File: config.mk
export PLATFORM = sky130hd
export DESIGN_NAME = midpoint_circle_point_generator
export DESIGN_NICKNAME = d
export VERILOG_FILES = /design/src/hdl/mcpg_pkg.sv /design/src/hdl/midpoint_circle_point_generator.sv /design/src/hdl/mcpg_walker.sv
export SDC_FILE = /design/constraint.sdc
export NUM_CORES = 1
export LEC_CHECK = 0
export BUFFER_PORTS_ARGS = -buffer_cell sky130_fd_sc_hd__buf_4
export CAP_MARGIN = 30
export CORE_MARGIN = 2
export CORE_UTILIZATION = 38
export CTS_CLUSTER_DIAMETER = 50
export CTS_CLUSTER_SIZE = 24
export DETAILED_ROUTE_END_ITERATION = 10
export GPL_TIMING_DRIVEN = 0
export HOLD_SLACK_MARGIN = 0.02
export PLACE_DENSITY = 0.55
export SETUP_SLACK_MARGIN = 0.2
export SLEW_MARGIN = 20
export SYNTH_ARGS = -nofsm -noshare
export SYNTH_HDL_FRONTEND = slang
export SYNTH_HIERARCHICAL = 1
export SYNTH_SLANG_ARGS = --single-unit
File: constraint.sdc
create_clock -name clk -period 9.7 [get_ports clk]
set_input_delay 0.485 -clock clk [delete_from_list [all_inputs] [get_ports clk]]
set_output_delay 0.485 -clock clk [all_outputs]
set_load 0.02 [all_outputs]
File: src/hdl/mcpg_pkg.sv
// mcpg_pkg: shared types, widths and octant tables for the midpoint circle point generator
// no dependencies; imported by mcpg_walker, midpoint_circle_point_generator and the testbench
package mcpg_pkg;

  localparam int COORD_BITS_DEF = 10;
  localparam int CENTER_BITS    = 10;
  localparam int RADIUS_BITS    = 9;
  localparam int STEP_BITS      = 10;
  localparam int DEC_BITS       = 13;
  localparam int PIX_BITS       = 12;
  localparam int K_BITS         = 3;

  typedef enum logic [1:0] {
    MODE_FULL  = 2'd0,
    MODE_ARC1  = 2'd1,
    MODE_ARC2  = 2'd2,
    MODE_LIGHT = 2'd3
  } mode_t;

  typedef enum logic {
    FUNC_START = 1'b0,
    FUNC_STEP  = 1'b1
  } func_t;

  // mirror of (x,y): swap the pair, then negate the first and/or second term
  typedef struct packed {
    logic swap;
    logic neg_a;
    logic neg_b;
  } oct_t;

  // one transaction worth of plotting work, handed from the walker to the emitter
  typedef struct packed {
    logic                   is_status;
    logic                   fin;
    logic [CENTER_BITS-1:0] cx;
    logic [CENTER_BITS-1:0] cy;
    mode_t                  mode;
    logic [STEP_BITS-1:0]   x0;
    logic [STEP_BITS-1:0]   y0;
    logic [STEP_BITS-1:0]   x1;
    logic [STEP_BITS-1:0]   y1;
  } job_t;

  function automatic oct_t oct_code(mode_t mode, logic [K_BITS-1:0] k);
    oct_t c;
    c = oct_t'(3'b000);
    unique case (mode)
      MODE_FULL: begin
        case (k)
          3'd1:    c = oct_t'(3'b001);
          3'd2:    c = oct_t'(3'b011);
          3'd3:    c = oct_t'(3'b111);
          3'd4:    c = oct_t'(3'b101);
          3'd5:    c = oct_t'(3'b100);
          3'd6:    c = oct_t'(3'b110);
          3'd7:    c = oct_t'(3'b010);
          default: c = oct_t'(3'b000);
        endcase
      end
      MODE_ARC1: begin
        c = (k == 3'd1) ? oct_t'(3'b100) : oct_t'(3'b000);
      end
      MODE_ARC2: begin
        case (k)
          3'd1:    c = oct_t'(3'b110);
          3'd2:    c = oct_t'(3'b010);
          default: c = oct_t'(3'b000);
        endcase
      end
      MODE_LIGHT: begin
        // second point repeats the first, third is the opposite point
        c = (k == 3'd2) ? oct_t'(3'b011) : oct_t'(3'b000);
      end
      default: c = oct_t'(3'b000);
    endcase
    return c;
  endfunction

  // index of the final mirrored point of one plot
  function automatic logic [K_BITS-1:0] plot_last_k(mode_t mode, logic x_lt_y);
    logic [K_BITS-1:0] k;
    k = '0;
    unique case (mode)
      MODE_FULL:  k = 3'd7;
      MODE_ARC1:  k = 3'd1;
      MODE_ARC2:  k = 3'd2;
      MODE_LIGHT: k = x_lt_y ? 3'd2 : 3'd0;
      default:    k = '0;
    endcase
    return k;
  endfunction

endpackage

File: src/hdl/midpoint_circle_point_generator.sv
// midpoint circle point generator: one start or step transaction in, mirrored points out
// each accepted transaction is held in the job register; its results leave through the output register
// a start or a finished step gives one status result; a step gives 4 to 16 points, one per cycle
// while out_stall does not hold the output register, which takes them from the job register
// reset clears the circle state, the job busy flag and the output valid; no init pass
// depends on mcpg_pkg and mcpg_walker
module midpoint_circle_point_generator import mcpg_pkg::*; #(
  parameter int COORD_BITS = COORD_BITS_DEF
) (
  input  logic                       clk,
  input  logic                       rst,
  input  logic                       in_valid,
  output logic                       in_stall,
  input  logic                       func,
  input  logic [CENTER_BITS-1:0]     center_x,
  input  logic [CENTER_BITS-1:0]     center_y,
  input  logic [RADIUS_BITS-1:0]     radius,
  input  logic [1:0]                 sym_mode,
  output logic                       out_valid,
  input  logic                       out_stall,
  output logic                       point_valid,
  output logic signed [PIX_BITS-1:0] px,
  output logic signed [PIX_BITS-1:0] py,
  output logic                       last,
  output logic                       finished
);

  job_t              job_load;
  job_t              job;
  logic              job_busy;
  logic              job_phase;
  logic [K_BITS-1:0] job_k;

  logic                 accept;
  logic                 move;
  logic                 job_last;
  logic [STEP_BITS-1:0] cur_x;
  logic [STEP_BITS-1:0] cur_y;
  logic [K_BITS-1:0]    k_last;
  oct_t                 oct;
  logic [PIX_BITS-1:0]  term_a;
  logic [PIX_BITS-1:0]  term_b;
  logic [PIX_BITS-1:0]  pt_x;
  logic [PIX_BITS-1:0]  pt_y;

  mcpg_walker #(
    .COORD_BITS(COORD_BITS)
  ) u_walker (
    .clk      (clk),
    .rst      (rst),
    .accept   (accept),
    .func     (func),
    .center_x (center_x),
    .center_y (center_y),
    .radius   (radius),
    .sym_mode (sym_mode),
    .job_load (job_load)
  );

  always_comb begin
    cur_x  = job_phase ? job.x1 : job.x0;
    cur_y  = job_phase ? job.y1 : job.y0;
    k_last = plot_last_k(job.mode, cur_x < cur_y);
    oct    = oct_code(job.mode, job_k);
    term_a = PIX_BITS'(oct.swap ? cur_y : cur_x);
    term_b = PIX_BITS'(oct.swap ? cur_x : cur_y);
    if (oct.neg_a) begin
      term_a = -term_a;
    end
    if (oct.neg_b) begin
      term_b = -term_b;
    end
    pt_x     = PIX_BITS'(job.cx) + term_a;
    pt_y     = PIX_BITS'(job.cy) + term_b;
    job_last = job.is_status || (job_phase && (job_k == k_last));
  end

  // a new transaction enters as the last point of the previous one leaves
  assign move     = job_busy && (!out_valid || !out_stall);
  assign in_stall = job_busy && !(move && job_last);
  assign accept   = in_valid && !in_stall;

  always_ff @(posedge clk) begin
    if (rst) begin
      job_busy  <= 1'b0;
      job_phase <= 1'b0;
      job_k     <= '0;
    end else if (accept) begin
      job_busy  <= 1'b1;
      job_phase <= 1'b0;
      job_k     <= '0;
    end else if (move) begin
      if (job_last) begin
        job_busy <= 1'b0;
      end else if (job_k == k_last) begin
        job_phase <= 1'b1;
        job_k     <= '0;
      end else begin
        job_k <= job_k + K_BITS'(1);
      end
    end
  end

  always_ff @(posedge clk) begin
    if (accept) begin
      job <= job_load;
    end
  end

  always_ff @(posedge clk) begin
    if (rst) begin
      out_valid <= 1'b0;
    end else if (move) begin
      out_valid <= 1'b1;
    end else if (!out_stall) begin
      out_valid <= 1'b0;
    end
  end

  always_ff @(posedge clk) begin
    if (move) begin
      point_valid <= !job.is_status;
      px          <= job.is_status ? '0 : pt_x;
      py          <= job.is_status ? '0 : pt_y;
      last        <= job_last;
      finished    <= job.fin;
    end
  end

  a_stall_when_blocked: assert property (@(posedge clk) disable iff (rst)
    (job_busy && out_valid && out_stall) |-> in_stall)
    else $error("input taken while the job register cannot drain");

  a_accept_loads_job: assert property (@(posedge clk) disable iff (rst)
    accept |=> job_busy)
    else $error("accepted transaction did not load the job register");

  a_status_shape: assert property (@(posedge clk) disable iff (rst)
    (out_valid && !point_valid) |-> (px == '0 && py == '0 && last))
    else $error("status result carries a point or is not last");

  a_k_in_range: assert property (@(posedge clk) disable iff (rst)
    (job_busy && !job.is_status) |-> (job_k <= k_last))
    else $error("mirror index past the end of the plot");

  a_drain_clears: assert property (@(posedge clk) disable iff (rst)
    (move && job_last && !accept) |=> !job_busy)
    else $error("job register stayed busy after its last point");

endmodule

File: src/hdl/mcpg_walker.sv
// mcpg_walker: circle state (center, mode, octant walker, decision) and one midpoint iteration
// depends on mcpg_pkg; produces the job record loaded by the top level on each transaction
module mcpg_walker import mcpg_pkg::*; #(
  parameter int COORD_BITS = COORD_BITS_DEF
) (
  input  logic                   clk,
  input  logic                   rst,
  input  logic                   accept,
  input  logic                   func,
  input  logic [CENTER_BITS-1:0] center_x,
  input  logic [CENTER_BITS-1:0] center_y,
  input  logic [RADIUS_BITS-1:0] radius,
  input  logic [1:0]             sym_mode,
  output job_t                   job_load
);

  localparam int CW = (COORD_BITS < CENTER_BITS) ? COORD_BITS : CENTER_BITS;
  localparam int RW = (COORD_BITS - 1 < RADIUS_BITS) ? COORD_BITS - 1 : RADIUS_BITS;
  localparam logic [RADIUS_BITS-1:0] RAD_MASK = RADIUS_BITS'((1 << RW) - 1);

  logic [CW-1:0]        cur_center_x, cur_center_x_next;
  logic [CW-1:0]        cur_center_y, cur_center_y_next;
  logic [STEP_BITS-1:0] step_x, step_x_next;
  logic [STEP_BITS-1:0] step_y, step_y_next;
  logic [DEC_BITS-1:0]  decision, decision_next;
  mode_t                cur_mode, cur_mode_next;

  logic [RADIUS_BITS-1:0] rad;
  logic [STEP_BITS-1:0]   rad_step;
  logic                   active;
  logic                   dec_neg;
  logic [DEC_BITS-1:0]    dec_inc;
  logic [STEP_BITS-1:0]   x_iter;
  logic [STEP_BITS-1:0]   y_iter;

  always_comb begin
    rad      = radius & RAD_MASK;
    rad_step = STEP_BITS'(rad);
    active   = step_y > step_x;
    dec_neg  = decision[DEC_BITS-1];
    if (dec_neg) begin
      dec_inc = (DEC_BITS'(step_x) << 1) + DEC_BITS'(3);
    end else begin
      dec_inc = ((DEC_BITS'(step_x) - DEC_BITS'(step_y)) << 1) + DEC_BITS'(5);
    end
    x_iter = step_x + STEP_BITS'(1);
    y_iter = dec_neg ? step_y : step_y - STEP_BITS'(1);

    cur_center_x_next = cur_center_x;
    cur_center_y_next = cur_center_y;
    step_x_next       = step_x;
    step_y_next       = step_y;
    decision_next     = decision;
    cur_mode_next     = cur_mode;

    job_load           = '0;
    job_load.is_status = 1'b1;
    job_load.fin       = 1'b1;

    if (func_t'(func) == FUNC_START) begin
      cur_center_x_next = center_x[CW-1:0];
      cur_center_y_next = center_y[CW-1:0];
      cur_mode_next     = mode_t'(sym_mode);
      step_x_next       = '0;
      step_y_next       = rad_step;
      decision_next     = DEC_BITS'(1) - DEC_BITS'(rad);
      job_load.fin      = (rad == '0);
    end else if (active) begin
      step_x_next        = x_iter;
      step_y_next        = y_iter;
      decision_next      = decision + dec_inc;
      job_load.is_status = 1'b0;
      job_load.fin       = !(y_iter > x_iter);
      job_load.cx        = CENTER_BITS'(cur_center_x);
      job_load.cy        = CENTER_BITS'(cur_center_y);
      job_load.mode      = cur_mode;
      job_load.x0        = step_x;
      job_load.y0        = step_y;
      job_load.x1        = x_iter;
      job_load.y1        = y_iter;
    end
  end

  always_ff @(posedge clk) begin
    if (rst) begin
      cur_center_x <= '0;
      cur_center_y <= '0;
      step_x       <= '0;
      step_y       <= '0;
      decision     <= '0;
      cur_mode     <= MODE_FULL;
    end else if (accept) begin
      cur_center_x <= cur_center_x_next;
      cur_center_y <= cur_center_y_next;
      step_x       <= step_x_next;
      step_y       <= step_y_next;
      decision     <= decision_next;
      cur_mode     <= cur_mode_next;
    end
  end

endmodule

==> results of run 1 <==
==> worst paths after layout <==
check                  from                       end  slack [ps]  cells after the start
hold / removal          rst                  job_busy         270                      2
setup reg to reg  job_phase  u_walker/cur_center_x[6]        3950                     18
setup / recovery  job_phase  u_walker/cur_center_x[6]        3950                     18
hold reg to reg     job[62]                  finished         430                      0
==> through the flow <==
stage | util [%] | hold slack, ps | area, sq um | setup slack, ps | cells
2_1_floorplan | - | 400 | 10100 | 4020 | 1132
3_3_place_gp | 42.2 | 402 | 11000 | 1940 | 1531
3_5_place_dp | 42.5 | 412 | 11100 | 3940 | 1533
4_1_cts | 44.9 | 262 | 11700 | 3890 | 1565
5_1_grt | 44.9 | 260 | 11700 | 3450 | 1565
6_report | 44.9 | 275 | 11700 | 3950 | 1565
==> cell families after synthesis <==
group / count (synthesis) / share of synthesized area [%]
AND/OR/NAND/NOR: 420 / 19.4
AO/OA/AOI/OAI: 267 / 17.1
flip-flops: 152 / 39.0
buffers and inverters: 104 / 4.18
adder cells (fa/ha/maj): 77 / 9.80
XOR/XNOR: 76 / 6.56
multiplexers: 36 / 3.94
==> power by group through the flow <==
stage	logic (uW)	clock network, uW	registers [uW]
after floorplan	596	0	808
after global placement	802	0	810
after detailed placement	814	0	808
after CTS	818	705	794
after global routing	922	730	800
final	821	686	794
==> state kept, by name (all words and copies together), names as in the netlist <==
signal and flops:
u_walker/cur_center_x 10, u_walker/step_x 10, job_k 3, px 12, u_walker/cur_center_y 10, point_valid 1, u_walker/cur_mode 2, finished 1
u_walker/step_y 10, job_busy 1, job 64, u_walker/decision 13, py 12, last 1, job_phase 1, out_valid 1
==> metal layers <==
| layer | wire length [um] | vias up |
|---|---|---|
| li1 | - | 4268 |
| met1 | 13800 | 3959 |
| met2 | 12900 | 196 |
| met3 | 1290 | 36 |
| met4 | 561 | 0 |
| met5 | 0 | - |
==> Yosys cell counts, types with 12 or more instances <==
cell type  instances
edfxtp_1          91
nand2_1          114
dfxtp_1           61
ha_1              73
nand3_1           26
a21oi_1           90
buf_2             12
o21ai_0           48
a211oi_1          22
nor2b_1           18
o211ai_1          12
clkbuf_1          33
and3_1            46
mux2i_1           23
nor2_1           137
xor2_1            27
a31oi_1           12
nor3_1            32
inv_1             53
xnor2_1           49
==> cell type report <==
type / instances / share of cell area, %
clock inverters: 15 / 1.62
clock buffers: 17 / 3.63
repair buffers: 66 / 4.57
well taps: 335 / 3.57
plain buffers: 51 / 1.92
flip-flops and latches: 152 / 33.7
multi-input cells: 876 / 49.3
inverters: 53 / 1.70
==> reports/metrics.cfg, run 1 <==
[status]
status = finished with violations
failed_checks = design-rule violations

[synthesis]
synth_edf_count = 91
synth_ff_type = edfxtp_1
yosysWarnings = 6
yosysSeqAreaShare_pct = 39.0
syn_inst = 1132
avgSynthCellArea_sq_um = 8.96
synthArstFlopShare_pct = 0
syn_area_sq_um = 10100
synth_nets = 1245
netlist.area_leader.share_pct = 26.9
synthTopCellsByArea = edfxtp_1 (27%), dfxtp_1 (12%), ha_1 (9.0%)
ys_ff_latch = 152
synth_largest_area_cell = edfxtp_1
synth_cell_types = 80

[timing]
slew_headroom_pct = 41.4
fmax_mhz = 174
fin_worst_skew_ps = 14.9
worstMarginPinSlew_ps = 855
fin_tns_setup_ps = 0
layout_min_cycle_time_ps = 5750
grt_setup_unrepaired = false
setup_violations = 0
fin_crit_sh_pct = 59.2
finalHoldViolCount = 0
finalMaxSlewViolations = 0

[pwr]
switching_share_pct = 37.6
ir_worst_vdd_v = 0.000127
power_frac_comb_pct = 35.7
finalPower_uw = 2300
switchingPower_uw = 865
p_int_uw = 1440
clkPwrFrac_pct = 29.8
p_seq_share_pct = 34.5
power.density_cell_area_nw_per_um2 = 196
p_leak_uw = 0.00464

[global_route]
grt_remaining_overflow = 0
first_global_vias = 8196
grt_use_met3_pct = 3.73
grt_pass1_wl_um = 45200
grt_max_degree = 60
grt_usage_pct = 20.7
use_met1_pct = 28.9
antenna_found_initial = 0
met2_usage_pct = 33.0
busiest_layer = met2

[die]
top_level_ports = 65
die_y_um = 167
start_util_pct = 38.8
fp.dieW_um = 167
row_count = 59
core_sq_um = 26100
fp.dieArea_sq_um = 28000

[layout]
layout.area.seq_sq_um = 3950
layout_common_cells = nor2_1 (137), nand2_1 (114), edfxtp_1 (91)
area_delta_synth_final_pct = 15.6
final_common_cell = nor2_1
fillCellCount = 2638
multi_input_area_sq_um = 5780
diodes = 0
nNetsFinal = 1330
final_layout_size_suffix_gt1_share_pct = 11.6

[hold_path]
hp-class = input port to flip-flop

[critical_path]
critPathMaxFanout = 59
crit_buf_inv = 6
worstSetupPathType = flip-flop to flip-flop
cp.required_ps = 10060
path_cells = buf_2, buf_2, buf_1, mux2_2, ha_1, o21ai_0, o21ai_0, a221o_1, nand3_1, nand4_1, a31oi_1, and2_4, buf_16, inv_1, nor2_1, clkbuf_1, nand2_1, a21oi_1
crit_family = buffers and inverters
cp-start-kind = flip-flop
max_stage_delay_ps = 550
arrival_ps = 6110
endpoint_kind = flip-flop
slowest_stage = a31oi_1

[clock_tree]
cts-root-buf = clkbuf_16
htree_levels = 4
clk_path_buf_depth = 2
clk_latency_ps = 440
cts_hold_buf = 0
post-cts-setup-buffers = 0
cts_tree = yes
ctsResizeCount = 0
numCtsBuffers = 17
cts_sinks = 152
cts.reportedPaths.clkPinSlew_ps = 70

[route]
drc_errors = 4
dr.pass1.iters = 8
avgRoutedWirePerCell_um = 18.2
vias = 8459
via_per_inst = 5.41
ant_nets = 0
routed_wl_um = 28600
drtIter0Drc = 553

[placed_design]
gp_congestion = 0.910
place_hpwl_um = 22100
io_buffers = 64

[job]
maxCapViolations = 0

(Power assumes the default switching activity.)
==> run 2, diff against run 1 <==
Settings changed: ABC_AREA set to 1, PLACE_DENSITY 0.55 to 0.57.
Clock period 9.7 ns to 5.16 ns, I/O delays scaled along.
==> reports/metrics.cfg, run 2 <==
[die]
start_util_pct = 38.6
die_y_um = 167
fp.dieW_um = 167
row_count = 59
core_sq_um = 26000
fp.dieArea_sq_um = 27700
top_level_ports = 65

[critical_path]
slowest_stage = dfxtp_1
max_stage_delay_ps = 470
cp.required_ps = 5360
critPathMaxFanout = 10
arrival_ps = 4490
worst_path_most_repeated_cell = nand2_1
endpoint_kind = flip-flop
worst-path-stages = 29
r2r_cells = 29
cp-start-kind = flip-flop
worstSetupPathType = flip-flop to flip-flop
crit_family = simple AND/OR/NAND/NOR gates
crit_buf_inv = 6

[route]
dr.pass1.iters = 5
drc_errors = 0
avgRoutedWirePerCell_um = 15.4
vias = 8517
drtIter0Drc = 623
routed_wl_um = 26600
ant_nets = 0
via_per_inst = 4.95

[timing]
slew_headroom_pct = 57.3
layout_min_cycle_time_ps = 4290
fin_worst_skew_ps = 19.2
fin_crit_sh_pct = 83.2
finalHoldViolCount = 0
setup_violations = 0
grt_setup_unrepaired = false
finalMaxSlewViolations = 0
worstMarginPinSlew_ps = 640
fmax_mhz = 233

[clock_tree]
numCtsBuffers = 17
ctsResizeCount = 0
cts_hold_buf = 0
htree_levels = 4
cts_tree = yes
cts.reportedPaths.clkPinSlew_ps = 70
cts_sinks = 152
cts-root-buf = clkbuf_16
clk_latency_ps = 440
post-cts-setup-buffers = 0
clk_path_buf_depth = 2

[layout]
top_register = job
fin_area_sq_um = 11600
reg_top3 = job x64, u_walker/decision x13
layout_common_cells = nand2_1 (278), inv_1 (166), nor2_1 (139)
largest_reg_flops = 64
final_layout_size_suffix_gt1_share_pct = 12.6
fillCellCount = 2649
final_common_cell = nand2_1
area_delta_synth_final_pct = 15.1
diodes = 0
nNetsFinal = 1485

[pwr]
finalPower_uw = 3900
power.density_cell_area_nw_per_um2 = 338
p_leak_uw = 0.00516
ir_worst_vdd_v = 0.000213

[placed_design]
gp_congestion = 0.895
place_hpwl_um = 21300
io_buffers = 64
place_area_sq_um = 11000

[synthesis]
synthArstFlopShare_pct = 0
avgSynthCellArea_sq_um = 7.80
yosys-top-cells-count = nand2_1 (278), inv_1 (167), nor2_1 (139)
yosysWarnings = 6
synth_edf_count = 91
yosysSeqAreaShare_pct = 39.4
syn_inst = 1287
synth_cell_types = 51
synth_nets = 1400
ys_ff_latch = 152
netlist.area_leader.share_pct = 27.2
synthTopCellsByArea = edfxtp_1 (27%), dfxtp_1 (12%), nand2_1 (10%)
synth.most_common_cell = nand2_1
synth_largest_area_cell = edfxtp_1
syn_area_sq_um = 10000
synth_ff_type = edfxtp_1

[global_route]
grt_max_degree = 48
grt_usage_pct = 19.4
use_met1_pct = 24.8
grt_pass1_wl_um = 42700
grt_remaining_overflow = 0
busiest_layer = met2
grt_use_met3_pct = 2.76
first_global_vias = 8287
met2_usage_pct = 33.0
antenna_found_initial = 0

[status]
status = finished clean

[hold_path]
hp-class = input port to flip-flop
hold_depth = 3

[job]
maxCapViolations = 0

[run 2: changes by cell type in the layout (fill, tap and decap cells not counted), sizes merged, moves of 20 or more]
cell / before / now
a211oi: 23 / 3
and3: 47 / 0
inv: 62 / 183
nand2: 114 / 300
nand3: 26 / 57
nor3: 32 / 8
o21ai: 54 / 123
xnor2: 49 / 11
[run 2: cell type report]
type	count	area (sq um)	share of cell area, %
clock buffers	18	439	3.80
multi-input cells	923	5180	44.8
well taps	335	419	3.63
flip-flops and latches	152	3950	34.2
repair buffers	66	523	4.52
inverters	176	671	5.80
clock inverters	14	135	1.17
plain buffers	36	236	2.05
[run 2: final timing paths]
path / from / end / slack [ps]
hold / removal: in_valid / job_busy / 60
setup / recovery: job_k[2] / py[11] / 870
setup reg to reg: job_k[2] / py[11] / 870
hold reg to reg: job[62] / finished / 430
[run 2: logic make-up (layout without fill, tap and decap cells)]
logic type | count (synthesis) | in the layout | share of synthesized area, %
flops | 152 | 152 | 39.4
fa+ha+maj | 77 | 77 | 9.89
xor+xnor | 42 | 42 | 3.66
mux | 9 | 9 | 0.897
compound gates | 263 | 263 | 14.3
buf+inv | 212 | 310 | 9.01
simple gates | 532 | 532 | 22.9
[run 2: through the flow]
| stage | std cells | setup slack (ps) | hold WS [ps] | TNS [ps] | util, % |
|---|---|---|---|---|---|
| floorplan | 1287 | 846 | 327 | 0 | - |
| global placement | 1686 | -816 | 408 | -24540 | 42.1 |
| detailed placement | 1688 | 833 | 416 | 0 | 42.3 |
| CTS | 1720 | 821 | 52.1 | 0 | 44.5 |
| global route | 1720 | 212 | 64.1 | 0 | 44.5 |
| finish | 1720 | 869 | 57.7 | 0 | 44.5 |
[run 2: power by group]
part | switching (uW) | total (uW) | internal [uW]
clock network | 560 | 1210 | 650
logic | 804 | 1240 | 436
registers | 46.6 | 1450 | 1410
total | 1410 | 3900 | 2490
[run 2: per-layer routing]
| layer | vias to the layer above | share of wire, % |
|---|---|---|
| met1 | 3879 | 45 |
| met5 | - | 0 |
| met3 | 39 | 3.8 |
| met4 | 0 | 3.2 |
| li1 | 4422 | - |
| met2 | 177 | 48 |
[run 2: worst reg2reg max path: cells and delay by family, from the launching register on]
kind	cells	cell delay, ps
AO/OA/AOI/OAI	4	650
XOR/XNOR	1	230
adder cells (fa/ha/maj)	3	820
buffers and inverters	6	510
flip-flops	1	470
AND/OR/NAND/NOR	15	1410
